`src/hw/rtl/bcg_pkg.sv`:
```
// Shared types, constants and elaboration-time helpers for the
// brightness / contrast / gamma pipeline. No dependencies.
package bcg_pkg;

	localparam logic [23:0] GAMMA_ONE = 24'd16384;
	localparam logic [23:0] GAMMA_MIN = 24'd17;
	localparam logic [23:0] GAMMA_MAX = 24'd16384000;
	localparam int LOG_STEPS = 16;
	localparam int EXP_STEPS = 16;
	localparam int DIV_BITS = 35;

	localparam logic [1:0] PLANE_Y   = 2'd0;
	localparam logic [1:0] PLANE_U   = 2'd1;
	localparam logic [1:0] PLANE_V   = 2'd2;
	localparam logic [1:0] PLANE_RAW = 2'd3;

	typedef enum logic [2:0] {
		REG_LUMA_CONTRAST   = 3'd0,
		REG_LUMA_BRIGHTNESS = 3'd1,
		REG_LUMA_GAMMA      = 3'd2,
		REG_CHROMA_SAT      = 3'd3,
		REG_PLANE1_GAMMA    = 3'd4,
		REG_PLANE2_GAMMA    = 3'd5,
		REG_CURVE_MIX       = 3'd6
	} reg_idx_t;

	typedef struct packed {
		logic [15:0]        luma_contrast;
		logic signed [14:0] luma_brightness;
		logic [23:0]        luma_gamma;
		logic [15:0]        chroma_saturation;
		logic [23:0]        plane1_gamma;
		logic [23:0]        plane2_gamma;
		logic [12:0]        curve_mix;
	} cfg_t;

	// Per-item values that ride alongside the log/div/exp datapath
	typedef struct packed {
		logic signed [22:0] v1;
		logic               zero;
		logic               unit;
		logic               pass;
		logic [7:0]         x;
	} side_t;

	function automatic logic [63:0] isqrt64(input logic [63:0] a_in);
		logic [63:0] a;
		logic [63:0] r;
		logic [63:0] b;
		a = a_in;
		r = '0;
		b = 64'd1 << 62;
		for (int i = 0; i < 32; i++) begin
			if (a >= r + b) begin
				a = a - (r + b);
				r = (r >> 1) + b;
			end else begin
				r = r >> 1;
			end
			b = b >> 2;
		end
		return r;
	endfunction

	// Q30 value of 2^(2^-(k+1)), floored square-root chain
	function automatic logic [63:0] exp_root(input int k);
		logic [63:0] r;
		r = isqrt64(64'd2 << 60);
		for (int j = 0; j < k; j++)
			r = isqrt64(r << 30);
		return r;
	endfunction

endpackage

```
`src/hw/rtl/bcg_back.sv`:
```
// Back end: gamma blend products, clamp to 8 bits and a two-entry output
// buffer that sets the pipeline advance. Depends on bcg_pkg.
module bcg_back (
	input  logic            clk,
	input  logic            arst_n,
	input  logic [12:0]     weight,
	input  logic            in_vld,
	input  bcg_pkg::side_t  in_side,
	input  logic [32:0]     in_p,
	output logic            adv,
	output logic            out_valid,
	input  logic            out_ready,
	output logic [7:0]      out_data
);

	logic signed [13:0] wa;

	logic               vld_s1;
	logic signed [36:0] m1_s1;
	logic [45:0]        m2_s1;
	logic               pass_s1, zero_s1;
	logic [7:0]         x_s1;

	logic signed [47:0] sum;
	logic [7:0]         res;

	logic [1:0] cnt_q;
	logic [7:0] e0_q, e1_q;
	logic       push, pop;

	assign wa = 14'sd4096 - $signed({1'b0, weight});

	always_ff @(posedge clk or negedge arst_n) begin
		if (!arst_n)
			vld_s1 <= 1'b0;
		else if (adv)
			vld_s1 <= in_vld;
	end

	always_ff @(posedge clk) begin
		if (adv) begin
			m1_s1   <= wa * in_side.v1;
			m2_s1   <= weight * in_p;
			pass_s1 <= in_side.pass;
			zero_s1 <= in_side.zero;
			x_s1    <= in_side.x;
		end
	end

	always_comb begin
		sum = $signed({{11{m1_s1[36]}}, m1_s1}) + $signed({2'b00, m2_s1});
		priority if (pass_s1)
			res = x_s1;
		else if (zero_s1 || sum[47])
			res = '0;
		else if (sum[46:28] != '0)
			res = 8'hFF;
		else
			res = sum[27:20];
	end

	assign adv  = (cnt_q != 2'd2);
	assign push = vld_s1 && adv;
	assign pop  = (cnt_q != 2'd0) && out_ready;

	always_ff @(posedge clk or negedge arst_n) begin
		if (!arst_n)
			cnt_q <= 2'd0;
		else if (push && !pop)
			cnt_q <= cnt_q + 2'd1;
		else if (pop && !push)
			cnt_q <= cnt_q - 2'd1;
	end

	// Land a new item at the head when the buffer is empty or the head leaves now
	always_ff @(posedge clk) begin
		if (push) begin
			if (cnt_q == 2'd0 || pop)
				e0_q <= res;
			else
				e1_q <= res;
		end else if (pop) begin
			e0_q <= e1_q;
		end
	end

	assign out_valid = (cnt_q != 2'd0);
	assign out_data  = e0_q;

endmodule

```
`config.mk`:
```
export PLATFORM = sky130hd
export DESIGN_NAME = bcg_back
export DESIGN_NICKNAME = d
export VERILOG_FILES = /design/src/hw/rtl/bcg_pkg.sv /design/src/hw/rtl/bcg_back.sv
export SDC_FILE = /design/constraint.sdc
export NUM_CORES = 2
export LEC_CHECK = 0
export ABC_AREA = 1
export BUFFER_PORTS_ARGS = -buffer_cell sky130_fd_sc_hd__buf_2
export CAP_MARGIN = 15
export CORE_ASPECT_RATIO = 1.2
export CORE_UTILIZATION = 70
export DETAILED_ROUTE_END_ITERATION = 12
export PLACE_DENSITY = 0.88
export SLEW_MARGIN = 10
export SYNTH_ARGS = -nofsm -noshare
export SYNTH_HDL_FRONTEND = slang
export SYNTH_SLANG_ARGS = --single-unit
export TNS_END_PERCENT = 10
```
`constraint.sdc`:
```
create_clock -name clk -period 6.4 [get_ports clk]
set_clock_uncertainty 0.05 [all_clocks]
set_input_delay 0.64 -clock clk [delete_from_list [all_inputs] [get_ports clk]]
set_output_delay 0.64 -clock clk [all_outputs]
set_load 0.01 [all_outputs]
```
# ---- After elaboration in Yosys (flattened, before gate mapping)
# Index checks and enable logic that the tools add are counted.
dict set report classes {
  n_addsub 4
  n_mul 2
  div_mod_pow 0
  order_cmp 0
  eq_ne 2
  shift 0
  mux 8
  bitwise 1
  reduce_logical 15
}
# op count
set op_table {}
lappend op_table {{$add 37x47->48} 1}
lappend op_table {{$mux 8} 6}
lappend op_table {{$mul 13x33->46} 1}
lappend op_table {{$mul 14x23->37} 1}
lappend op_table {{$reduce_bool 19->1} 1}
lappend op_table {{$sub 13x13->14 const A} 1}
lappend op_table {{$reduce_bool 2->1} 3}
lappend op_table {{$logic_and 1x1->1} 4}
lappend op_table {{$mux 2} 2}
lappend op_table {{$reduce_and 2->1} 2}
lappend op_table {{$add 2x1->2 const B} 1}
lappend op_table {{$logic_not 1->1} 2}
lappend op_table {{$logic_not 2->1} 1}
lappend op_table {{$logic_or 1x1->1} 2}
lappend op_table {{$ne 2x1->1 const B} 1}
lappend op_table {{$ne 2x2->1 const B} 1}
lappend op_table {{$sub 2x1->2 const B} 1}
lappend op_table {{$not 1->1} 1}
dict set report totals {
  regBits 112
  latch_bits 0
  ram_bits 0
  rom_bits 0
  input_bits 84
  out_inout_bits 10
  n_memories 0
}

# ---- Logic depth before layout (Yosys ltp)
dict set report depth {
  ltp_word 7
  mapped_depth 35
}

# ---- Least setup slack after synthesis
# OpenSTA, ideal clock, no wires.
dict set report synth_timing {
  path_kind {input to register}
  startpoint {in weight[0]}
  endpoint {reg m1_s1[30] (data pin)}
  setup_time_ps 262
  t_arrival_ps 7114
  path_slack_ps -1026
  cell_stages 32
  cell_sequence {clkbuf_1 -> buf_1 -> inv_1 -> ha_1 -> nand2_1 -> nor2_1 -> nand4_1 -> nor2_2 -> nand2_1 -> nand2_1 -> clkinv_1 -> clkbuf_1 -> nand2_1 -> fa_1 -> inv_1 -> fa_1 -> fa_1 -> fa_1 -> fa_1 -> inv_1 -> fa_1 -> inv_1 -> ha_1 -> nand2_1 -> nor2_1 -> nand2_1 -> nor4b_2 -> a21oi_1 -> o21ai_1 -> a21oi_1 -> o21bai_1 -> xor2_1}
}
dict set report synth_via {
  elab_chain_cells 2
}
# element line_no
set synth_lines {}
lappend synth_lines {{start: declaration} bcg_back.sv:6} ;# input logic [12:0] weight,
lappend synth_lines {{$sub 13x13->14} bcg_back.sv:31} ;# assign wa = 14'sd4096 - $signed({1'b0, weight});
lappend synth_lines {{$mul 14x23->37} bcg_back.sv:42} ;# m1_s1 <= wa * in_side.v1;
lappend synth_lines {{end signal: assignment} bcg_back.sv:42}
lappend synth_lines {{end: declaration} bcg_back.sv:19} ;# logic signed [36:0] m1_s1;
# No other way between the ends.
# A chain may end at the register's enable or synchronous reset.

# ---- Final worst setup path
dict set report layout_timing {
  startpoint {in weight[1]}
  endpoint {reg m1_s1[35] (data pin)}
}
# Same word-level chain as after synthesis.

==> impl_results.md <==
- Status: finished with violations
- Failing checks: setup timing
- Post-Syn Nets: 5,055
- Post-synthesis cell type count: between 50 and 60
- Buffer depth of the longest clock path: 2
- Slowest CP cell: fa_1
- Die width: slightly below 200 um
- M2 GR Usage: 0.667
- CTS Buf Count: 9
- Syn. warnings: 0
- Total iterations of the first detailed-routing run: 6
- Worst Hold Class: in2reg
- Hpwl dp: about 73 mm
- Crit path buf inv count: 12
- Drt drc: 0
- # port buffers: between 90 and 100
- Cell mode on critical path: fa_1
- # nets final: 5,258
- Worst-Skew Late Latency: ~0.37 ns
- Max incr delay on CP: 0.52 ns
- ANT nets after route: 0
- Share of layout cells above drive strength 1: 0.106
- Largest net degree at the start of global routing: 73
- Routed length per instance: approximately 17 um
- Grt total ovfl: 0
- Grt met1 use: 0.458
- Largest family of logic cells by synthesized area: adder cells
- GRT Util Overall: 0.383
- Routed via count: between 20,000 and 30,000
- CTS tree: yes
- Max Cap Violations: 0
- Post-Synthesis Cell Area: ~32,000 sq um
- Worst Setup Path Type: in2reg
- Util after Layout: 0.785
- Initial DRC Count: 1,939
- RSZ-0062 raised after global routing: true
- CP endpoint kind: register
- Top cell family by delay on the critical path: adder cells
- Die Height: between 200 and 250 um
- Antenna violations before repair: 0
- DIE AREA: 46,900 sq um
- First-pass GRT wire length: approximately 140 mm
- Crit path time final: 6.73 ns
- ANT cells: 0
- Clock slew at reported path FFs: around 0.090 ns
- Seq/Total Area, Yosys: 0.104
- Final Hold Viols: 0
- Gr busiest metal: met2
- Initial Util: 0.714
- Startpoint Class: primary input
- Post-synthesis sequential element count: 112
- # IOs: 94
- Tcrit/Tclk final: 1.05
- Crit-path max FO: 17
- DP Cell Count: between 4,000 and 5,000
- XOR/XNOR share of the synthesized area: 0.0266
- Cells after Synth: slightly above 4,000
- F_max: between 100 and 150 MHz
- Worst path depth: 36
- # rows: 85
- Compound-Gate Fraction of Synth Area: 0.0484
- Core region area: roughly 45,000 sq um
- Setup WS post-layout: -0.325 ns
- H-tree Lvls: 3
- Synthesized area per cell: between 7 and 8 sq um
- Fillers: around 3,100
- Simple-gate share of the synthesized area: 0.194
- Critical Path RT: between 6 and 7 ns
- Number of global-route vias before repair: 29,500
- Synthesis-to-finish area growth: 9.92%
- Mux cell area share after synthesis: 0
- Vias per cell: 5.59
- Final cell count without fillers: just under 5,000
- FF-to-FF path depth: 16
- CTS root buffer: clkbuf_16
- Routability-driven placement congestion ratio: slightly below 1
- Final wirelength: about 86 mm
- Worst Max-Slew Pin Slew: between 0.9 and 1 ns
- Post-synthesis adder-cell area fraction: 0.488
- Critical path arrival: around 6.8 ns
- Min-Delay Path Depth: 1
- Slew Limit Headroom: 0.394
- Final setup fails: 19
- Clock Sinks: 112
- Met3 global-route usage: 0.0575
- Slew Limit Fails: 0
## sequential cells by signal, summed over array words and instances, names as in the netlist
signal and count:
zero_s1 1, out_data 8, e1_q 8, x_s1 8, pass_s1 1, vld_s1 1
m1_s1 37, m2_s1 46, cnt_q 2
## metrics by stage
stage | setup slack, ns | area [sq um] | TNS (ns) | hold slack (ns)
after floorplan | -0.565 | 32300 | -6.12 | 0.294
after global placement | -0.625 | 34900 | -9.79 | 0.386
after detailed placement | -0.852 | 34900 | -13.81 | 0.386
after CTS | -0.261 | 35300 | -2.53 | 0.405
after global routing | -0.662 | 35400 | -10.13 | 0.405
final | -0.325 | 35400 | -3.50 | 0.402
## layout make-up
| type | instances | area, sq um | share of cell area |
|---|---|---|---|
| clock buffers | 9 | 225 | 0.00636 |
| well taps | 609 | 762 | 0.0215 |
| clock inverters | 7 | 66.3 | 0.00187 |
| flip-flops and latches | 112 | 3350 | 0.0946 |
| repair buffers | 322 | 2360 | 0.0668 |
| multi-input cells | 2802 | 24600 | 0.696 |
| inverters | 1059 | 3990 | 0.113 |
## routing by layer
layer,part of all wire,routed length (um)
met1,0.36,31100
met5,0,0
met3,0.080,6860
met2,0.50,42600
met4,0.058,5000
## timing repair
item | in CTS | in global routing
hold endpoints to repair | 3 | 0
endpoints found under the setup margin | 20 | 24
gates resized for setup | 38 | 16
hold buffers | 1 | 0
setup buffers | 1 | 0
pin swaps | 4 | 1
## Yosys cell counts (all sizes together)
| master | number | area [sq um] |
|---|---|---|
| clkbuf | 84 | 315 |
| a21boi | 3 | 22.5 |
| nor2 | 255 | 1020 |
| fa | 644 | 12900 |
| and3 | 2 | 12.5 |
| clkinv | 5 | 18.8 |
| o221a | 1 | 11.3 |
| o21bai | 14 | 105 |
| or2 | 4 | 25.0 |
| o2111ai | 2 | 17.5 |
| edfxtp | 109 | 3270 |
| a21o | 10 | 75.1 |
| nand4 | 21 | 138 |
| buf | 46 | 193 |
| a31oi | 14 | 87.6 |
| dfrtp | 3 | 75.1 |
| nand3b | 6 | 48.8 |
| inv | 1054 | 3960 |
| a221oi | 3 | 26.3 |
| o22ai | 1 | 12.5 |
| nand3 | 68 | 350 |
| o211ai | 5 | 37.5 |
| o21a | 8 | 60.1 |
| o21ai | 76 | 384 |
| nand2 | 1178 | 4460 |
| a211oi | 1 | 7.51 |
| a2111oi | 1 | 8.76 |
| nor3 | 16 | 95.1 |
| xor2 | 55 | 489 |
| nor4b | 1 | 15.0 |
| ha | 224 | 2800 |
| nor4 | 6 | 52.6 |
| and2 | 3 | 20.0 |
| a21oi | 134 | 678 |
| o221ai | 2 | 17.5 |
| nor3b | 1 | 18.8 |
| o31ai | 1 | 7.51 |
| xnor2 | 42 | 368 |
## cell usage in the layout, fill, tap and decap left out, types with 59 or more instances in the layout
master	count
nand2_1	1156
ha_1	217
buf_2	93
o21ai_0	59
buf_4	214
fa_1	643
nor2_1	230
inv_1	1038
a21oi_1	117
edfxtp_1	109
nand3_1	66
## logic make-up (layout without fill, tap and decap cells)
kind of cell | Yosys count | after routing
compound gates | 276 | 276
xor+xnor | 97 | 97
fa+ha+maj | 868 | 868
buf+inv | 1189 | 1397
flops | 112 | 112
simple gates | 1561 | 1561
## worst paths after layout
check                            from           to  slack, ns
max in group asynchronous      arst_n     cnt_q[0]       5.65
hold reg to reg               e1_q[4]  out_data[4]       0.47
min in group asynchronous      arst_n     cnt_q[1]       0.54
setup reg to reg            m1_s1[36]  out_data[2]       3.01
hold / removal             in_side[0]      x_s1[0]       0.40
setup / recovery            weight[1]    m1_s1[35]      -0.33
Power is not shown: default switching activity piles up to over one toggle a cycle in this logic, so the estimate is an artifact.
