File: src/hw/rtl/bcg_pkg.sv
// Shared types, constants and elaboration-time helpers for the
// brightness / contrast / gamma pipeline. No dependencies.
package bcg_pkg;

	localparam logic [23:0] GAMMA_ONE = 24'd16384;
	localparam logic [23:0] GAMMA_MIN = 24'd17;
	localparam logic [23:0] GAMMA_MAX = 24'd16384000;
	localparam int LOG_STEPS = 16;
	localparam int EXP_STEPS = 16;
	localparam int DIV_BITS = 35;

	localparam logic [1:0] PLANE_Y   = 2'd0;
	localparam logic [1:0] PLANE_U   = 2'd1;
	localparam logic [1:0] PLANE_V   = 2'd2;
	localparam logic [1:0] PLANE_RAW = 2'd3;

	typedef enum logic [2:0] {
		REG_LUMA_CONTRAST   = 3'd0,
		REG_LUMA_BRIGHTNESS = 3'd1,
		REG_LUMA_GAMMA      = 3'd2,
		REG_CHROMA_SAT      = 3'd3,
		REG_PLANE1_GAMMA    = 3'd4,
		REG_PLANE2_GAMMA    = 3'd5,
		REG_CURVE_MIX       = 3'd6
	} reg_idx_t;

	typedef struct packed {
		logic [15:0]        luma_contrast;
		logic signed [14:0] luma_brightness;
		logic [23:0]        luma_gamma;
		logic [15:0]        chroma_saturation;
		logic [23:0]        plane1_gamma;
		logic [23:0]        plane2_gamma;
		logic [12:0]        curve_mix;
	} cfg_t;

	// Per-item values that ride alongside the log/div/exp datapath
	typedef struct packed {
		logic signed [22:0] v1;
		logic               zero;
		logic               unit;
		logic               pass;
		logic [7:0]         x;
	} side_t;

	function automatic logic [63:0] isqrt64(input logic [63:0] a_in);
		logic [63:0] a;
		logic [63:0] r;
		logic [63:0] b;
		a = a_in;
		r = '0;
		b = 64'd1 << 62;
		for (int i = 0; i < 32; i++) begin
			if (a >= r + b) begin
				a = a - (r + b);
				r = (r >> 1) + b;
			end else begin
				r = r >> 1;
			end
			b = b >> 2;
		end
		return r;
	endfunction

	// Q30 value of 2^(2^-(k+1)), floored square-root chain
	function automatic logic [63:0] exp_root(input int k);
		logic [63:0] r;
		r = isqrt64(64'd2 << 60);
		for (int j = 0; j < k; j++)
			r = isqrt64(r << 30);
		return r;
	endfunction

endpackage

File: src/hw/rtl/bcg_div.sv
// Restoring divider, one quotient bit per stage, then the sign fix-up that
// gives log*gamma_one/gamma truncated toward zero. Depends on bcg_pkg.
module bcg_div (
	input  logic               clk,
	input  logic               arst_n,
	input  logic               en,
	input  logic               in_vld,
	input  bcg_pkg::side_t     in_side,
	input  logic [23:0]        in_g,
	input  logic [34:0]        in_dvd,
	input  logic               in_neg,
	output logic               out_vld,
	output bcg_pkg::side_t     out_side,
	output logic signed [35:0] out_y
);

	localparam int N = bcg_pkg::DIV_BITS;

	logic           vld_s  [0:N];
	logic [23:0]    rem_s  [0:N];
	logic [34:0]    dq_s   [0:N];
	logic           neg_s  [0:N];
	logic [23:0]    g_s    [0:N];
	bcg_pkg::side_t side_s [0:N];

	logic               vld_sy;
	bcg_pkg::side_t     side_sy;
	logic signed [35:0] y_sy;

	assign vld_s[0]  = in_vld;
	assign rem_s[0]  = '0;
	assign dq_s[0]   = in_dvd;
	assign neg_s[0]  = in_neg;
	assign g_s[0]    = in_g;
	assign side_s[0] = in_side;

	for (genvar k = 0; k < N; k++) begin : g_bit
		logic [24:0] trial;
		logic [24:0] diff;
		logic        ge;
		always_comb begin
			trial = {rem_s[k], dq_s[k][34]};
			diff  = trial - {1'b0, g_s[k]};
			ge    = (trial >= {1'b0, g_s[k]});
		end
		always_ff @(posedge clk or negedge arst_n) begin
			if (!arst_n)
				vld_s[k+1] <= 1'b0;
			else if (en)
				vld_s[k+1] <= vld_s[k];
		end
		always_ff @(posedge clk) begin
			if (en) begin
				rem_s[k+1]  <= ge ? diff[23:0] : trial[23:0];
				dq_s[k+1]   <= {dq_s[k][33:0], ge};
				neg_s[k+1]  <= neg_s[k];
				g_s[k+1]    <= g_s[k];
				side_s[k+1] <= side_s[k];
			end
		end
	end

	always_ff @(posedge clk or negedge arst_n) begin
		if (!arst_n)
			vld_sy <= 1'b0;
		else if (en)
			vld_sy <= vld_s[N];
	end

	always_ff @(posedge clk) begin
		if (en) begin
			side_sy <= side_s[N];
			y_sy    <= neg_s[N] ? -$signed({1'b0, dq_s[N]}) : $signed({1'b0, dq_s[N]});
		end
	end

	assign out_vld  = vld_sy;
	assign out_side = side_sy;
	assign out_y    = y_sy;

endmodule

File: config.mk
export PLATFORM = sky130hd
export DESIGN_NAME = bcg_div
export DESIGN_NICKNAME = d
export VERILOG_FILES = /design/src/hw/rtl/bcg_pkg.sv /design/src/hw/rtl/bcg_div.sv
export SDC_FILE = /design/constraint.sdc
export NUM_CORES = 2
export LEC_CHECK = 0
export BUFFER_PORTS_ARGS = -buffer_cell sky130_fd_sc_hd__buf_2
export CAP_MARGIN = 20
export CORE_ASPECT_RATIO = 1.4
export CORE_MARGIN = 10
export CORE_UTILIZATION = 60
export DETAILED_ROUTE_END_ITERATION = 16
export PLACE_DENSITY = 0.77
export SLEW_MARGIN = 0
export SYNTH_ARGS = -nofsm -noshare
export SYNTH_HDL_FRONTEND = slang
export SYNTH_SLANG_ARGS = --single-unit
File: constraint.sdc
create_clock -name clk -period 4 [get_ports clk]
set_clock_uncertainty 0.1 [all_clocks]
set_input_delay 0.8 -clock clk [delete_from_list [all_inputs] [get_ports clk]]
set_output_delay 0.8 -clock clk [all_outputs]
set_load 0.02 [all_outputs]
Word-level counts from Yosys, hierarchy flattened
Index checks and enable logic that the tools add are counted.
- add/sub/neg operators: 35
- $lt $le $gt $ge: 35
- muxes and demuxes: 35
- operators by type and width (kind ; number):
    25-bit by 24-bit greater-or-equal comparator with 1-bit output ; 34
    24-bit two-way mux ; 33
    24-bit subtractor ; 33
    35-bit negator with 36-bit output ; 1
    35-bit two-way mux ; 1
    1-bit by 24-bit greater-or-equal comparator with 1-bit output ; 1
    1-bit by 24-bit subtractor with 24-bit output ; 1
    1-bit two-way mux ; 1
- register bits: 4188
- input port bits: 98
- output and inout bits: 71
- logic and storage cells: 462

Depth between registers and ports, before layout
- depth in word-level cells: 2
- mapped depth: 15
- mapped depth without buffers: 13

Worst setup path after synthesis
Ideal clock, no wire load.
- path kind: reg2reg
- start point: register rem_s (netlist bit g_bit[28].trial[13])
- end point: register rem_s (netlist bit g_bit[29].trial[17]), data pin
- setup time: 0.260 ns
- arrival: 3.279 ns
- required time: 3.640 ns
- path slack: 0.361 ns
- cell stages (with the launch flop): 12
- path buffers: 1
- period minus slack after synthesis: 3.639 ns
- cell sequence: edfxtp_1 -> ha_1 -> and3_1 -> o31a_1 -> o21a_1 -> or2_1 -> nor3b_1 -> a2111o_1 -> a211o_2 -> a211oi_4 -> buf_6 -> mux2_2
- longest elaborated chain between the ends: 2
- elaborated cells between the ends (all ways): 3
- those cells by class: add/sub (1); order compare (1); mux (1)
- RTL lines (what ; RTL line ; RTL):
    from (decl) ; bcg_div.sv:20 ; logic [23:0] rem_s [0:N];
    from (signal, indexed assignment) ; bcg_div.sv:54 ; rem_s[k+1] <= ge ? diff[23:0] : trial[23:0];
    24-bit subtractor or 25-bit by 24-bit greater-or-equal comparator with 1-bit output (tied branches) ; bcg_div.sv:43, bcg_div.sv:44 ;
    24-bit two-way mux (*) ; bcg_div.sv:54 ;
Mark *: on every way between the ends. The rest lies on a longest branch, timed or not.
A chain may end at the register's enable or synchronous reset.

Worst setup path after layout
- start point: register g_s[481] (netlist bit)
- end point: register rem_s (netlist bit g_bit[16].trial[10]), data pin
- longest elaborated chain between the ends: 2
- elaborated cells between the ends (all ways): 3
- those cells by class: add/sub (1); order compare (1); mux (1)
- RTL lines (what ; RTL line ; RTL):
    from (decl) ; bcg_div.sv:23 ; logic [23:0] g_s [0:N];
    from (signal, indexed assignment) ; bcg_div.sv:57 ; g_s[k+1] <= g_s[k];
    24-bit subtractor or 25-bit by 24-bit greater-or-equal comparator with 1-bit output (tied branches) ; bcg_div.sv:43, bcg_div.sv:44 ;
    24-bit two-way mux (*) ; bcg_div.sv:54 ;
Marks and branches as above.

==> results.py <==
metrics = {
    "outcome": {
        "status": "finished clean",
    },
    "finish": {
        "final_cell_area_sq_um": 198400,
        "nets": 13500,
        "fillers": 19340,
        "instances_no_fill": 16780,
        "drive_above_1_share_pct": 11.97,
        "area_growth_pct": 12.49,
        "finish.utilization_pct": 67.83,
    },
    "worst_hold_path": {
        "holdPathStages": 1,
        "hold_path.class": "input pin to flop",
    },
    "yosys": {
        "synthCells": 11780,
        "yosysTopAreaCellShare_pct": 70.68,
        "synthArstFlopShare_pct": 0.8596,
        "synth_most_common_cell": "edfxtp_1",
        "yosys_warnings": 0,
        "synth.distinct_cells": 90,
        "synth_flop_cell": "edfxtp_1",
        "synthesis.area_sq_um": 176400,
        "synth_area_leaders": "edfxtp_1 (71%), ha_1 (5.8%), mux2_2 (2.4%)",
        "synth_edf_count": 4152,
        "syn_nets": 12730,
        "netlist_top_cells_count": "edfxtp_1 (4152), inv_1 (1029), ha_1 (819)",
        "avgSynthCellArea_sq_um": 14.98,
        "yosysTopAreaCell": "edfxtp_1",
        "synth_seq_cells": 4188,
        "synth_seq_area_share_pct": 71.19,
    },
    "placed_design": {
        "dp_cells": 15990,
        "place.gp.congestion": 0.9430,
        "dpl.hpwl_mm": 259.5,
        "port-buffer-count": 168,
        "placed_cell_area_sq_um": 184800,
    },
    "timing": {
        "setup_viol": 0,
        "fin_hold_ws_ns": 0.08932,
        "slew_headroom_pct": 39.50,
        "worstMarginPinSlew_ns": 0.8993,
        "finalCritPeriodShare_pct": 97.57,
        "hold_violations": 0,
        "rsz0062_at_grt": "false",
        "fmax_ghz": 0.2562,
        "final_max_slew_viol_count": 0,
        "period_needed_ns": 3.903,
        "finalSetupTns_ns": 0,
    },
    "grt": {
        "grtUsageTotal_pct": 23.13,
        "top_usage_layer": "met2",
        "use_met2_pct": 43.64,
        "grt_pass1_wl_mm": 569.7,
        "grt_max_degree": 123,
        "antenna_found_initial": 21,
        "grt_pass1_vias": 99870,
        "grt_remaining_overflow": 0,
        "met3_usage_pct": 2.901,
        "met1_usage_pct": 25.70,
    },
    "floorplanning": {
        "core_area_sq_um": 292600,
        "rows": 235,
        "die_w_microns": 478.3,
        "io-pin-count": 169,
        "die_area_sq_um": 316400,
        "initial_core_util_pct": 60.29,
        "dieHeight_microns": 661.5,
    },
    "cts": {
        "clk_path_buf_depth": 4,
        "clkTransAtPathRegs_ns": 0.07,
        "cts_made_buffers": 380,
        "cts.sinks": 4188,
        "cts_tree": "done",
        "root_buffer": "clkbuf_16",
        "clock_latency_ns": 0.92,
        "ctsHtreeMaxLevel": 5,
    },
    "route": {
        "via_per_inst": 5.753,
        "drc_errors": 0,
        "drt_iter0_markers": 6945,
        "vias": 96510,
        "post_drt_wl_per_cell_microns": 22.27,
        "ant_nets": 0,
        "dr.pass1.iters": 6,
        "wl_mm": 373.7,
    },
    "setup_path": {
        "cp.arrival_ns": 4.43,
        "critPathLaunchType": "flop",
        "slowest_stage": "edfxtp_1",
        "cpPeakStageDelay_ns": 0.43,
        "cp_common_cell": "a21oi_1",
        "startpoint": "g_s[481]",
        "crit_path_end": "g_bit[16].trial[10]",
        "rr_endpoint": "g_bit[16].trial[10]",
        "path_cells": "inv_1, ha_1, nor2b_1, o31a_1, or3_1, a21oi_1, o21ai_1, a31oi_1, buf_4, a21oi_1, o2111ai_1, nand2_1, buf_12, mux2_2",
        "reg2reg_depth": 14,
        "r2r-start": "g_s[481]",
        "worst_setup_path_end_kind": "flop",
        "required_ns": 4.53,
        "path_class": "flop to flop",
        "cp_max_fo": 25,
        "r2r_slack_ns": 0.1,
    },
    "power": {
        "vdd_drop_max_v": 0.0004913,
        "leakagePower_nw": 76.41,
        "p_per_area_nw_per_um2": 753.9,
    },
    "run": {
        "cap_viol_max_count": 0,
    },
}
-- cells by family after synthesis --
logic type | after synthesis | synth area share (%)
and+or+nand+nor | 2004 | 5.410
AOI/OAI and AO/OA | 2409 | 8.572
muxes | 413 | 2.612
buffers and inverters | 1229 | 2.637
xor gates and xnor gates | 683 | 3.391
DFF | 4188 | 71.19
adders and majority gates | 852 | 6.184
-- through the flow --
step / setup slack (ns) / power (mW)
finish: 0.09713 / 149.6
global route: 0.002636 / 157.6
CTS: 0.005489 / 150.2
detailed placement: 0.01933 / 112.2
global placement: -0.006160 / 110.9
floorplan: 0.3615 / 96.65
-- layer usage --
layer  wire length [microns]  share of wire, %  vias to the layer above
li1                        -                 -                    45640
met1                  136500                37                    47340
met2                  201400                54                     2582
met3                   14920               4.0                      956
met4                   20810               5.6                        0
met5                       0                 0                        -
-- area by class of cell --
type	instances	area (sq um)	share of cell area [%]
flip-flops and latches	4188	125600	63.29
multi-input cells	6361	46340	23.35
clock buffers	449	9852	4.965
repair buffers	588	5117	2.579
well taps	3910	4892	2.465
inverters	1030	3866	1.948
clock inverters	245	2765	1.394
diodes	6	15.01	0.007567
-- placed cells by master, fill, tap and decap left out, drive strengths merged, types with 118 or more instances in the layout --
cell type  Yosys  routed
a21o         401     401
a21oi        731     731
buf           28     498
clkbuf       171     449
clkinv         1     146
edfxtp      4152    4152
ha           819     819
inv         1029    1051
mux2         379     379
nand2        631     631
nand2b       118     118
nand3        124     124
nand4        124     124
nor2         498     498
nor2b        137     137
o21ai        580     580
xnor2        422     422
xor2         261     261
-- state kept, by name, indices dropped and copies added (netlist names) --
| name | cells |
|---|---|
| dq_s | 1225 |
| side_s | 1190 |
| g_bit.trial | 816 |
| g_s | 816 |
| out_y | 36 |
| neg_s | 35 |
| vld_s | 35 |
| out_side | 34 |
| out_vld | 1 |
-- power breakdown --
group / internal [mW] / switching [mW]
Combinational: 22.2 / 27.8
Sequential: 58.3 / 4.28
Clock: 21.0 / 16.0
-- how the worst min path moves through the flow --
stage               slack [ns]      endpoint   startpoint
floorplan                 0.30    dq_s[1000]   dq_s[1034]
global placement          0.30    dq_s[1006]   dq_s[1040]
detailed placement        0.30    dq_s[1008]   dq_s[1042]
CTS                       0.01  side_s[1167]  in_side[11]
global route              0.03  side_s[1167]  in_side[11]
finish                    0.09  side_s[1167]  in_side[11]
-- critical path, delay by kind of cell (launching register included) --
| family | cells | cell delay (ns) |
|---|---|---|
| AOI/OAI and AO/OA | 6 | 1.41 |
| and+or+nand+nor | 3 | 0.60 |
| buffers and inverters | 3 | 0.44 |
| DFF | 1 | 0.43 |
| adders and majority gates | 1 | 0.31 |
| muxes | 1 | 0.29 |
-- timing repair --
| item | CTS | global route |
|---|---|---|
| pin swaps | 0 | 2 |
| cloned | 0 | 0 |
| endpoints found under the hold margin | 125 | 0 |
| hold buffers | 90 | 0 |
| buffers inserted | 0 | 1 |
| gates resized for setup | 1 | 18 |
| endpoints found under the setup margin | 14 | 153 |
(Power assumes the default switching activity.)
