==> config.mk <==
export PLATFORM = sky130hd
export DESIGN_NAME = bcg_front
export DESIGN_NICKNAME = d
export VERILOG_FILES = /design/src/hw/rtl/bcg_pkg.sv /design/src/hw/rtl/bcg_front.sv
export SDC_FILE = /design/constraint.sdc
export NUM_CORES = 1
export LEC_CHECK = 0
export BUFFER_PORTS_ARGS = -buffer_cell sky130_fd_sc_hd__buf_2
export CAP_MARGIN = 15
export CORE_ASPECT_RATIO = 1.2
export CORE_MARGIN = 2
export CORE_UTILIZATION = 60
export DETAILED_ROUTE_END_ITERATION = 16
export PLACE_DENSITY = 0.86
export SLEW_MARGIN = 20
export SYNTH_ARGS = -nofsm -noshare
export SYNTH_HDL_FRONTEND = slang
export SYNTH_SLANG_ARGS = --single-unit
==> constraint.sdc <==
create_clock -name clk -period 8.5 [get_ports clk]
set_clock_uncertainty 0.2 [all_clocks]
set_input_delay 0.425 -clock clk [delete_from_list [all_inputs] [get_ports clk]]
set_output_delay 0.425 -clock clk [all_outputs]
set_load 0.1 [all_outputs]
==> src/hw/rtl/bcg_pkg.sv <==
// Shared types, constants and elaboration-time helpers for the
// brightness / contrast / gamma pipeline. No dependencies.
package bcg_pkg;

	localparam logic [23:0] GAMMA_ONE = 24'd16384;
	localparam logic [23:0] GAMMA_MIN = 24'd17;
	localparam logic [23:0] GAMMA_MAX = 24'd16384000;
	localparam int LOG_STEPS = 16;
	localparam int EXP_STEPS = 16;
	localparam int DIV_BITS = 35;

	localparam logic [1:0] PLANE_Y   = 2'd0;
	localparam logic [1:0] PLANE_U   = 2'd1;
	localparam logic [1:0] PLANE_V   = 2'd2;
	localparam logic [1:0] PLANE_RAW = 2'd3;

	typedef enum logic [2:0] {
		REG_LUMA_CONTRAST   = 3'd0,
		REG_LUMA_BRIGHTNESS = 3'd1,
		REG_LUMA_GAMMA      = 3'd2,
		REG_CHROMA_SAT      = 3'd3,
		REG_PLANE1_GAMMA    = 3'd4,
		REG_PLANE2_GAMMA    = 3'd5,
		REG_CURVE_MIX       = 3'd6
	} reg_idx_t;

	typedef struct packed {
		logic [15:0]        luma_contrast;
		logic signed [14:0] luma_brightness;
		logic [23:0]        luma_gamma;
		logic [15:0]        chroma_saturation;
		logic [23:0]        plane1_gamma;
		logic [23:0]        plane2_gamma;
		logic [12:0]        curve_mix;
	} cfg_t;

	// Per-item values that ride alongside the log/div/exp datapath
	typedef struct packed {
		logic signed [22:0] v1;
		logic               zero;
		logic               unit;
		logic               pass;
		logic [7:0]         x;
	} side_t;

	function automatic logic [63:0] isqrt64(input logic [63:0] a_in);
		logic [63:0] a;
		logic [63:0] r;
		logic [63:0] b;
		a = a_in;
		r = '0;
		b = 64'd1 << 62;
		for (int i = 0; i < 32; i++) begin
			if (a >= r + b) begin
				a = a - (r + b);
				r = (r >> 1) + b;
			end else begin
				r = r >> 1;
			end
			b = b >> 2;
		end
		return r;
	endfunction

	// Q30 value of 2^(2^-(k+1)), floored square-root chain
	function automatic logic [63:0] exp_root(input int k);
		logic [63:0] r;
		r = isqrt64(64'd2 << 60);
		for (int j = 0; j < k; j++)
			r = isqrt64(r << 30);
		return r;
	endfunction

endpackage

==> src/hw/rtl/bcg_front.sv <==
// Front end: plane selection, Q16 scaling and contrast/brightness affine.
// Three register stages. Depends on bcg_pkg.
module bcg_front (
	input  logic                clk,
	input  logic                arst_n,
	input  logic                en,
	input  bcg_pkg::cfg_t       cfg,
	input  logic                in_vld,
	input  logic [7:0]          in_x,
	input  logic [1:0]          in_plane,
	output logic                out_vld,
	output bcg_pkg::side_t      out_side,
	output logic [23:0]         out_g
);

	logic [15:0]        c_sel;
	logic signed [14:0] b_sel;
	logic [23:0]        g_sel;
	logic [23:0]        g_eff;
	logic [16:0]        v0;
	logic signed [17:0] d;

	logic               vld_s1, vld_s2, vld_s3;
	logic signed [17:0] d_s1;
	logic [15:0]        c_s1;
	logic signed [14:0] b_s1, b_s2;
	logic [23:0]        g_s1, g_s2, g_s3;
	logic               unit_s1, unit_s2;
	logic               pass_s1, pass_s2;
	logic [7:0]         x_s1, x_s2;
	logic signed [34:0] prod_s2;
	bcg_pkg::side_t     side_s3;

	logic signed [35:0] r;
	logic signed [22:0] v1;

	always_comb begin
		unique case (in_plane)
			bcg_pkg::PLANE_Y: begin
				c_sel = cfg.luma_contrast;
				b_sel = cfg.luma_brightness;
				g_sel = cfg.luma_gamma;
			end
			bcg_pkg::PLANE_U: begin
				c_sel = cfg.chroma_saturation;
				b_sel = '0;
				g_sel = cfg.plane1_gamma;
			end
			bcg_pkg::PLANE_V: begin
				c_sel = cfg.chroma_saturation;
				b_sel = '0;
				g_sel = cfg.plane2_gamma;
			end
			bcg_pkg::PLANE_RAW: begin
				c_sel = cfg.luma_contrast;
				b_sel = '0;
				g_sel = bcg_pkg::GAMMA_ONE;
			end
		endcase
		g_eff = (g_sel < bcg_pkg::GAMMA_MIN || g_sel > bcg_pkg::GAMMA_MAX)
			? bcg_pkg::GAMMA_ONE : g_sel;
		// x/255 rounded: 257x plus one for the upper half
		v0 = {1'b0, in_x, 8'b0} + {9'b0, in_x} + {16'b0, in_x[7]};
		d = $signed({1'b0, v0}) - 18'sd32768;
	end

	always_comb begin
		r = $signed({prod_s2[34], prod_s2}) + 36'sd2048;
		v1 = $signed(r[34:12]) + 23'sd32768 + $signed({{4{b_s2[14]}}, b_s2, 4'b0000});
	end

	always_ff @(posedge clk or negedge arst_n) begin
		if (!arst_n) begin
			vld_s1 <= 1'b0;
			vld_s2 <= 1'b0;
			vld_s3 <= 1'b0;
		end else if (en) begin
			vld_s1 <= in_vld;
			vld_s2 <= vld_s1;
			vld_s3 <= vld_s2;
		end
	end

	always_ff @(posedge clk) begin
		if (en) begin
			d_s1    <= d;
			c_s1    <= c_sel;
			b_s1    <= b_sel;
			g_s1    <= g_eff;
			unit_s1 <= (g_eff == bcg_pkg::GAMMA_ONE);
			pass_s1 <= (in_plane == bcg_pkg::PLANE_RAW);
			x_s1    <= in_x;

			prod_s2 <= $signed({1'b0, c_s1}) * d_s1;
			b_s2    <= b_s1;
			g_s2    <= g_s1;
			unit_s2 <= unit_s1;
			pass_s2 <= pass_s1;
			x_s2    <= x_s1;

			side_s3.v1   <= v1;
			side_s3.zero <= v1[22] || (v1 == '0);
			side_s3.unit <= unit_s2;
			side_s3.pass <= pass_s2;
			side_s3.x    <= x_s2;
			g_s3         <= g_s2;
		end
	end

	assign out_vld  = vld_s3;
	assign out_side = side_s3;
	assign out_g    = g_s3;

endmodule

**Word-level counts from Yosys, hierarchy flattened**

Cells that the tools add are included.

- Register bits after elaboration: 228
- Output and inout bits: 59
- Logic and storage cells: 46

- Add/sub/neg operators: 6
- $mul: 1
- Magnitude comparators: 2
- Equal/unequal tests: 4
- Multiplexer cells: 4
- Reduce and logical (&&, ||, !) cells: 7

Operator list:

| kind | number |
|---|---|
| $pmux W24 S4 | 1 |
| $add A35 B13 Y35 const B | 1 |
| $mul A17 B18 Y35 | 1 |
| $pmux W16 S2 | 1 |
| $pmux W15 S2 | 1 |
| $eq A24 B15 Y1 const B | 1 |
| $gt A24 B24 Y1 const B | 1 |
| $lt A24 B5 Y1 const B | 1 |
| $mux W24 | 1 |
| $add A23 B17 Y23 const B | 1 |
| $add A23 B19 Y23 | 1 |
| $logic_not A23 Y1 | 1 |
| $sub A17 B16 Y18 const B | 1 |
| $add A16 B8 Y17 | 1 |
| $add A17 B1 Y17 | 1 |
| $eq A2 B2 Y1 const B | 2 |
| $reduce_or A2 Y1 | 2 |
| $reduce_or A3 Y1 | 1 |
| $eq A2 B1 Y1 const B | 1 |
| $logic_not A2 Y1 | 1 |
| $logic_or A1 B1 Y1 | 2 |

**Depth between registers and ports, before layout**

Gate-level depths: netlist of the first run.

- Depth in word-level cells: 6
- Mapped depth: 25

**Worst setup path after synthesis of the first run**

No wires, ideal clock.

- Path type: reg-to-reg
- Start: register c_s1[2]
- End: register prod_s2[34] (data pin)
- Setup time: 0.263 ns
- Arrival: 5.797 ns
- Required time: 8.037 ns
- Path slack: 2.240 ns
- Stages on the path, launching flop included: 23
- Buffers on the path: 2
- Cells stage by stage: edfxtp_1 -> clkbuf_1 -> clkbuf_1 -> nand2_1 -> fa_1 -> fa_1 -> fa_1 -> inv_1 -> fa_1 -> fa_1 -> inv_1 -> fa_1 -> inv_1 -> ha_1 -> a21o_1 -> nand2_1 -> o21ai_2 -> a211oi_4 -> a211oi_2 -> o21ai_1 -> o21ai_1 -> o41ai_2 -> xnor2_1

- Word-level cells in the longest chain between the ends: 1

RTL lines:

| what | line | text |
|---|---|---|
| from (decl) | bcg_front.sv:25 | `logic [15:0] c_s1;` |
| from (signal assigned) | bcg_front.sv:87 | `c_s1 <= c_sel;` |
| $mul A17 B18 Y35 | bcg_front.sv:94 | `prod_s2 <= $signed({1'b0, c_s1}) * d_s1;` |
| to (signal assigned) | bcg_front.sv:94 |  |
| to (decl) | bcg_front.sv:31 | `logic signed [34:0] prod_s2;` |

No other way between the ends.
A chain may end at the register's enable or synchronous reset.

**Worst setup path after layout of the first run**

- Start: register c_s1[9]
- End: register prod_s2[34] (data pin)

Same word-level chain as after synthesis.

==> results of run 1 <==
layer usage:
layer  up-vias  track usage (%)
met4         0            14.16
met1      6572            27.78
met5         -                0
li1       5919                -
met2       496            46.92
met3       148            3.392
sequential cells by signal, summed over array words and instances (netlist names), 8 cells and up:
name,count
x_s1,8
prod_s2,24
x_s2,8
g_s2,24
out_g,24
c_s1,16
b_s1,15
b_s2,15
out_side,34
g_s1,24
d_s1,18
synthesized netlist by cell type (all sizes together), types with 4 or more instances:
| master | number |
|---|---|
| clkbuf | 51 |
| nand4 | 7 |
| nand2 | 197 |
| xnor2 | 55 |
| ha | 130 |
| a21oi | 51 |
| nor2b | 7 |
| a22oi | 23 |
| o21ai | 11 |
| xor2 | 22 |
| edfxtp | 214 |
| a21o | 9 |
| nor2 | 72 |
| mux2 | 19 |
| buf | 9 |
| o21bai | 5 |
| nand2b | 6 |
| nor3 | 9 |
| and3 | 12 |
| or2 | 4 |
| and2 | 134 |
| o21a | 9 |
| nand3 | 19 |
| inv | 375 |
| fa | 292 |
through the flow:
stage | std cells | worst slack (ns) | area, µm² | hold WS, ns | util [%]
2_1_floorplan | 1777 | 2.240 | 19720 | -0.07059 | -
3_3_place_gp | 2317 | 1.842 | 20970 | 0.01910 | 64.85
3_5_place_dp | 2317 | 1.712 | 20970 | 0.02170 | 64.85
4_1_cts | 2386 | 1.654 | 21980 | 0.004127 | 67.97
5_1_grt | 2386 | 1.131 | 21990 | 0.01897 | 67.98
6_report | 2386 | 1.575 | 21990 | 0.01727 | 67.98
kinds of logic after synthesis:
| group | after synthesis | synth area share [%] |
|---|---|---|
| mux | 21 | 1.187 |
| xor+xnor | 77 | 3.420 |
| fa+ha+maj | 422 | 37.89 |
| buf+inv | 435 | 8.325 |
| flops | 217 | 32.97 |
| simple gates | 478 | 11.67 |
| compound gates | 127 | 4.537 |
cell type report:
cell class | count | area, µm² | area share, %
Tap cell | 407 | 509.2 | 2.316
Clock inverter | 14 | 146.4 | 0.6658
Timing Repair Buffer | 223 | 1284 | 5.839
Inverter | 375 | 1408 | 6.402
Sequential cell | 217 | 6501 | 29.57
Clock buffer | 25 | 561.8 | 2.555
Multi-Input combinational cell | 1125 | 11580 | 52.65
worst paths after layout:
| check | endpoint | startpoint |
|---|---|---|
| max | prod_s2[34] | c_s1[9] |
| min | vld_s1 | arst_n |
| max reg2reg | prod_s2[34] | c_s1[9] |
| min reg2reg | out_side[0] | x_s2[0] |
| max in group asynchronous | out_vld | arst_n |
| min in group clk | b_s1[3] | cfg[104] |
what timing repair did:
item | CTS | global route
resized for setup | 0 | 0
buffers inserted | 0 | 0
endpoints found under the hold margin | 29 | 0
hold buffers | 30 | 0
==> flow_metrics.tcl, run 1 <==
set metrics [dict create \
    outcome "complete, no violations" \
    diodes 0 \
    final-setup-viol-count 0 \
    grt_pass1_vias 14790 \
    wl_met2_um 22130 \
    drv_cap 0 \
    syn_avg_cell_area_um2 11.10 \
    max_freq_mhz 144.4 \
    grt_antenna_before_repair 0 \
    postSynthCellCount 1777 \
    routed.top_layer "met4" \
    fillers 2193 \
    synth_area_leader_cell "edfxtp_1" \
    drv_slew 0 \
    path_depth 21 \
    ys_ff_latch 217 \
    synth_cell_type_count 59 \
    path_clk_slew_ns 0.07 \
    fp.dieH_um 202.6 \
    drt-initial-drc-count 841 \
    final_common_cell "inv_1" \
    arrival_ns 6.98 \
    drcViolationCount 0 \
    tns_ns 0 \
    rsz0062_at_grt "no" \
    clock_sinks 217 \
    dominantRegCellSynth "edfxtp_1" \
    core_um2 32340 \
    start_kind "flop" \
    crit_chain "nand2_1 > fa_1 > inv_1 > fa_1 > fa_1 > fa_1 > fa_1 > inv_1 > fa_1 > inv_1 > ha_1 > a21o_1 > a21o_1 > a21oi_1 > nand2_1 > a21oi_1 > a211oi_2 > o21ai_1 > o21ai_1 > o41ai_2 > xnor2_1" \
    cp_max_fo 18 \
    path_delay_family "adder cells" \
    hp-class "in -> async" \
    dr.pass1.iters 5 \
    grt_pass1_wl_um 68880 \
    grt_use_total_pct 25.31 \
    htree_levels 1 \
    wl_per_cell_um 16.98 \
    cts_root_buf "clkbuf_16" \
    gp_congestion 0.8690 \
    syn-num-nets 2345 \
    r2r_setup_slack_ns 1.57 \
    die_w_um 169.5 \
    crit_type "reg -> reg" \
    period_share_pct 81.47 \
    wl_met3_um 2301 \
    synth_area_leaders "edfxtp_1, fa_1, ha_1" \
    period_needed_ns 6.925 \
    synth_top_area_share_pct 32.59 \
    ctsLongestPathBuffers 3 \
    cpPeakStageDelay_ns 0.84 \
    vias_per_cell 5.505 \
    cp_data_required_time_ns 8.56 \
    layout.nets 2532 \
    reg2reg_depth 21 \
    synth_edf_count 214 \
    syn_area_um2 19720 \
    drt-total-wl_um 40510 \
    crit_buf_inv 3 \
    max_slew_margin_pct 29.81 \
    endpoint_kind "flop" \
    async_flop_share_pct 1.382 \
    num_vias 13140 \
    area_delta_synth_final_pct 11.50 \
    slowest_stage "edfxtp_1" \
    grt_max_degree 126 \
    die-area_um2 34340 \
    rows 72 \
    cp_common_cell "fa_1" \
    worst_slew_pin_slew_ns 1.053 \
    initial_core_util_pct 60.97 \
    hold_viol 0 \
    yosys_warnings 0 \
    numCtsBuffers 22 \
    tritoncts "built" \
    final_cell_mix "inv_1, fa_1, edfxtp_1" \
    wl_met1_um 13730 \
    ant_nets 0 \
    drive_gt1_share_pct 13.34 \
    portBuffers 191 \
    dp_hpwl_um 30070 \
    ios 205 \
    grt-ovfl-total 0 \
    yosysSeqAreaShare_pct 32.97 \
    clk_latency_ns 0.53 \
]
Power of run 1 is not shown: default switching activity piles up to over one toggle a cycle in this logic, so the estimate is an artifact.
==> run 2: changes to the inputs <==
--- a/config.mk
+++ b/config.mk
@@ -5,6 +5,7 @@
 export SDC_FILE = /design/constraint.sdc
 export NUM_CORES = 1
 export LEC_CHECK = 0
+export ABC_AREA = 1
 export BUFFER_PORTS_ARGS = -buffer_cell sky130_fd_sc_hd__buf_2
 export CAP_MARGIN = 15
 export CORE_ASPECT_RATIO = 1.2
==> constraint.sdc (replaced) <==
create_clock -name clk -period 6.6 [get_ports clk]
set_clock_uncertainty 0.2 [all_clocks]
set_input_delay 0.33 -clock clk [delete_from_list [all_inputs] [get_ports clk]]
set_output_delay 0.33 -clock clk [all_outputs]
set_load 0.1 [all_outputs]
==> run 2 against run 1 <==
  * Non-clock buffer count increased by 81
  * Sequential share of layout area shrank 3.0 points
  * Critical path depth did not move
  * Hold slack gained 0.035 ns
  * Flip-flop and latch count stayed put
  * Final cell count rose by 30%
  * Fmax up 8.6%
  * Core utilization increased by 1.7 points
  * Wire length up 27%
  * Synthesized cell count up 33%
  * Final area is 11% higher
==> flow_metrics.tcl, run 2 <==
set metrics [dict create \
    outcome "complete, no violations" \
    crit_buf_inv 6 \
    grt-ovfl-total 0 \
    path_depth 21 \
    grt_antenna_before_repair 0 \
    period_share_pct 96.60 \
    dpl_cell_area_um2 22840 \
    numCtsBuffers 23 \
    clock_sinks 217 \
    arrival_ns 6.47 \
    fp.dieH_um 211.0 \
    ys_ff_latch 217 \
    tns_ns 0 \
    ios 205 \
    yosysMostFrequentCell "inv_1" \
    htree_levels 1 \
    diodes 0 \
    async_flop_share_pct 1.382 \
    max_slew_margin_pct 37.39 \
    start_kind "flop" \
    crit_type "reg -> reg" \
    layout.nets 3184 \
    dominantRegCellSynth "edfxtp_1" \
    dp_hpwl_um 39060 \
    drcViolationCount 0 \
    grt_pass1_wl_um 84320 \
    initial_core_util_pct 61.04 \
    max_freq_mhz 156.8 \
    design_area_um2 24440 \
    final-setup-viol-count 0 \
    drt-total-wl_um 51520 \
    hold_start "cfg[89]" \
    hp-class "in -> reg" \
    num_vias 16500 \
    reg2reg_depth 21 \
    cp_max_fo 8 \
    cp_data_required_time_ns 6.70 \
    fin_util_pct 69.64 \
    cpPeakStageDelay_ns 0.56 \
    path_clk_slew_ns 0.07 \
    largest_reg_flops 34 \
    grt_max_degree 89 \
    core_um2 35100 \
    fillers 2495 \
    hold_viol 0 \
    tritoncts "built" \
    postSynthCellCount 2367 \
    period_needed_ns 6.376 \
    dr.pass1.iters 5 \
    synth_top_area_share_pct 30.00 \
    drt-initial-drc-count 1296 \
    syn_area_um2 21420 \
    drive_gt1_share_pct 11.85 \
    min_path_cells 3 \
    die_w_um 176.5 \
    ctsLongestPathBuffers 3 \
    vias_per_cell 5.333 \
    path_delay_family "adder cells" \
    worstSetupStartpoint "d_s1[17]" \
    synth_area_leaders "edfxtp_1, fa_1, inv_1" \
    portBuffers 191 \
    synth_edf_count 214 \
    regToRegStartpoint "d_s1[17]" \
    crit_chain "buf_4 > buf_4 > nand2_1 > inv_1 > fa_1 > buf_4 > fa_1 > fa_1 > fa_1 > fa_1 > inv_1 > fa_1 > inv_1 > ha_1 > a21oi_1 > o21ai_0 > a31o_2 > a21oi_1 > nand2_1 > nand2_1 > nand2_1" \
    syn_avg_cell_area_um2 9.050 \
    area_delta_synth_final_pct 14.09 \
    rows 75 \
    endpoint_kind "flop" \
    ys_top_cells_by_count "inv_1, nand2_1, fa_1" \
    drv_cap 0 \
    drv_slew 0 \
    synth_area_leader_cell "edfxtp_1" \
    die-area_um2 37240 \
    worst_slew_pin_slew_ns 0.9391 \
    wl_per_cell_um 16.65 \
    syn-num-nets 2935 \
    final_cell_mix "inv_1, nand2_1, fa_1" \
    synth_cell_type_count 40 \
    rsz0062_at_grt "no" \
    grt_pass1_vias 17900 \
    slowest_stage "fa_1" \
    grt_use_total_pct 28.69 \
    gp_congestion 0.9410 \
    ant_nets 0 \
    cp_common_cell "fa_1" \
    clk_latency_ns 0.55 \
    final_common_cell "inv_1" \
    cts_root_buf "clkbuf_16" \
    yosysSeqAreaShare_pct 30.35 \
    yosys_warnings 0 \
]
## run 2: worst register-to-register path: stages, from the launching register on
cell,delay (ns)
edfxtp_1,0.51
buf_4,0.19
buf_4,0.16
nand2_1,0.12
inv_1,0.09
fa_1,0.50
buf_4,0.20
fa_1,0.56
fa_1,0.45
fa_1,0.52
fa_1,0.55
inv_1,0.05
fa_1,0.53
inv_1,0.04
ha_1,0.35
a21oi_1,0.25
o21ai_0,0.20
a31o_2,0.26
a21oi_1,0.21
nand2_1,0.09
nand2_1,0.06
nand2_1,0.04
## run 2: worst paths after layout
path | to | slack, ns
max | prod_s2[28] | 0.22
min | g_s1[12] | 0.05
max reg2reg | prod_s2[28] | 0.22
min reg2reg | out_g[1] | 0.21
max in group asynchronous | vld_s2 | 5.59
min in group asynchronous | vld_s1 | 0.46
## run 2: kinds of logic after synthesis
kind of cell / Yosys count / synth area share (%)
compound gates: 120 / 3.119
xor+xnor: 56 / 2.290
mux: 17 / 0.8936
fa+ha+maj: 422 / 34.88
buf+inv: 703 / 12.56
flops: 217 / 30.35
simple gates: 832 / 15.91
## run 2: final cells by class
class	instances	area, µm²	share of cell area (%)
clock buffer	24	579.3	2.370
inverter	623	2338	9.568
sequential	217	6501	26.60
tap	462	578.1	2.365
timing repair buffer	304	2041	8.350
multi-input combinational	1447	12240	50.08
clock inverter	17	163.9	0.6706
## run 2: timing repair
action,4_1_cts,5_1_grt
setup endpoints to repair,0,8
hold buffers,81,0
resized for setup,0,4
setup buffers,0,3
endpoints found under the hold margin,80,0
## run 2: per-layer routing
metal / GRT usage, % / part of all wire (%) / up-vias
met3: 4.464 / 6.7 / 209
met4: 13.59 / 4.9 / 0
met2: 52.79 / 52 / 772
li1: - / - / 7598
met5: 0 / 0 / -
met1: 32.40 / 36 / 7921
## run 2: metrics by stage
step / hold slack (ns) / setup slack, ns / cells
6_report: 0.05196 / 0.2244 / 3094
5_1_grt: 0.03226 / 0.004477 / 3094
4_1_cts: 0.01942 / 0.1868 / 3090
3_5_place_dp: -0.06933 / 0.2086 / 2968
3_3_place_gp: -0.07594 / 0.2891 / 2968
2_1_floorplan: -0.1656 / 0.5095 / 2367
Power of run 2 is left out for the same reason.
==> run 3: changes to the inputs <==
--- a/config.mk
+++ b/config.mk
@@ -6,13 +6,13 @@
 export NUM_CORES = 1
 export LEC_CHECK = 0
 export ABC_AREA = 1
-export BUFFER_PORTS_ARGS = -buffer_cell sky130_fd_sc_hd__buf_2
 export CAP_MARGIN = 15
-export CORE_ASPECT_RATIO = 1.2
+export CORE_ASPECT_RATIO = 0.5
 export CORE_MARGIN = 2
 export CORE_UTILIZATION = 60
 export DETAILED_ROUTE_END_ITERATION = 16
-export PLACE_DENSITY = 0.86
+export DONT_BUFFER_PORTS = 1
+export PLACE_DENSITY = 0.81
 export SLEW_MARGIN = 20
 export SYNTH_ARGS = -nofsm -noshare
 export SYNTH_HDL_FRONTEND = slang
==> run 3 against run 2 <==
  * Global-route usage is 0.77 points lower
  * First-iteration DRC count is 3.5% lower
  * Core utilization is 2.1 points lower
  * Final area is 3.7% lower
  * Sequential share of layout area is 1.0 points higher
  * Non-clock buffer count is 180 lower
  * Via count is 4.7% lower
  * Register-to-register slack better by 0.11 ns
  * Wire length is 3.8% lower
  * Critical path depth stayed put
  * Die area is 0.23% higher
  * Fmax is 1.8% higher
  * Critical path type unchanged
  * Critical endpoint is now prod_s2[31]
  * Highest routed layer unchanged
==> flow_metrics.tcl, run 3 (synthesized netlist as in run 2, its figures left out) <==
set metrics [dict create \
    outcome "complete, no violations" \
    clk_latency_ns 0.54 \
    rsz0062_at_grt "no" \
    drive_gt1_share_pct 4.861 \
    fin_ws_ns 0.3392 \
    hp-class "in -> reg" \
    drv_slew 0 \
    fin_util_pct 67.54 \
    post_cts_resized 0 \
    cpPeakStageDelay_ns 0.87 \
    dr.pass1.iters 5 \
    final-setup-viol-count 0 \
    crit_type "reg -> reg" \
    grt_antenna_before_repair 0 \
    worst_slew_pin_slew_ns 0.9605 \
    final_cell_mix "inv_1, nand2_1, fa_1" \
    dp_hpwl_um 37330 \
    ios 205 \
    wl_per_cell_um 16.95 \
    drcViolationCount 0 \
    cp_common_cell "fa_1" \
    path_clk_slew_ns 0.08 \
    drt-total-wl_um 49550 \
    ctsLongestPathBuffers 3 \
    htree_levels 1 \
    cp_max_fo 16 \
    start_kind "flop" \
    die_w_um 271.2 \
    crit_buf_inv 5 \
    arrival_ns 6.36 \
    cp_data_required_time_ns 6.70 \
    gp_congestion 0.9163 \
    max_freq_mhz 159.7 \
    tritoncts "built" \
    path_delay_family "adder cells" \
    core_um2 34830 \
    endpoint_kind "flop" \
    final_common_cell "inv_1" \
    clock_sinks 217 \
    initial_core_util_pct 61.50 \
    grt_max_degree 220 \
    layout.nets 3002 \
    diodes 0 \
    cts_root_buf "clkbuf_16" \
    tns_ns 0 \
    r2r_setup_slack_ns 0.34 \
    slowest_stage "edfxtp_1" \
    period_share_pct 94.86 \
    whs_ns 0.03199 \
    place_ws_ns 0.3004 \
    largest_reg_flops 34 \
    numCtsBuffers 21 \
    die-area_um2 37320 \
    crit_chain "nand2_1 > inv_1 > fa_1 > inv_1 > fa_1 > fa_1 > inv_1 > fa_1 > fa_1 > inv_1 > fa_1 > inv_1 > ha_1 > a21oi_1 > nor2_1 > nor2_1 > o21ai_0 > a211oi_1 > nand2_1 > nand2_1 > nand2_1" \
    ant_nets 0 \
    num_vias 15730 \
    grt_use_total_pct 27.91 \
    drt-initial-drc-count 1250 \
    rows 48 \
    grt_pass1_vias 16510 \
    portBuffers 0 \
    max_slew_margin_pct 36.10 \
    area_delta_synth_final_pct 9.824 \
    hold_viol 0 \
    vias_per_cell 5.381 \
    grt_pass1_wl_um 81320 \
    fp.dieH_um 137.6 \
    drv_cap 0 \
    period_needed_ns 6.261 \
    grt-ovfl-total 0 \
]
==> run 3: cell types whose count changed in the layout (fill, tap and decap cells not counted), moves of 3 or more <==
cell and change:
dlygate4sd3_1 +6, buf_4 +4, buf_2 -190, clkinv_1 -3, clkbuf_1 +3
==> run 3: area by class of cell <==
type | count | area [µm²]
clock inverter | 10 | 92.59
inverter | 623 | 2338
sequential | 217 | 6501
tap | 475 | 594.3
fill | 2620 | 11310
multi-input combinational | 1447 | 12230
clock buffer | 27 | 568.0
timing repair buffer | 124 | 1201
==> run 3: final timing paths <==
check                           startpoint           to  depth (start not counted)
worst max-delay path              d_s1[11]  prod_s2[31]                         21
min in group asynchronous           arst_n       vld_s2                          2
worst max register to register    d_s1[11]  prod_s2[31]                         21
worst min-delay path               cfg[53]     g_s1[16]                          4
worst min register to register    g_s2[10]    out_g[10]                          0
max in group asynchronous           arst_n      out_vld                          2
==> run 3: worst min-delay path: stages <==
cell and delay [ns]:
nand2_1 0.03, nand3_1 0.05, o21ai_1 0.11, nor2_2 0.11
==> run 3: what timing repair did <==
action                                  CTS  global route
endpoints found under the setup margin    0             8
setup buffers                             0            10
hold buffers                             88             0
endpoints found under the hold margin   302             0
==> run 3: through the flow <==
step | instance area, µm² | instances
finish | 23530 | 2923
global route | 23530 | 2923
CTS | 23420 | 2912
detailed placement | 21860 | 2787
global placement | 21860 | 2787
floorplan | 21420 | 2367
==> run 3: per-layer routing <==
| layer | share of wire [%] | GRT usage, % | routed length, µm |
|---|---|---|---|
| met1 | 38 | 34.27 | 19060 |
| met2 | 48 | 48.39 | 23690 |
| met3 | 9.6 | 6.588 | 4755 |
| met4 | 4.1 | 11.23 | 2038 |
| met5 | 0 | 0 | 0 |
Power of run 3 is left out for the same reason.
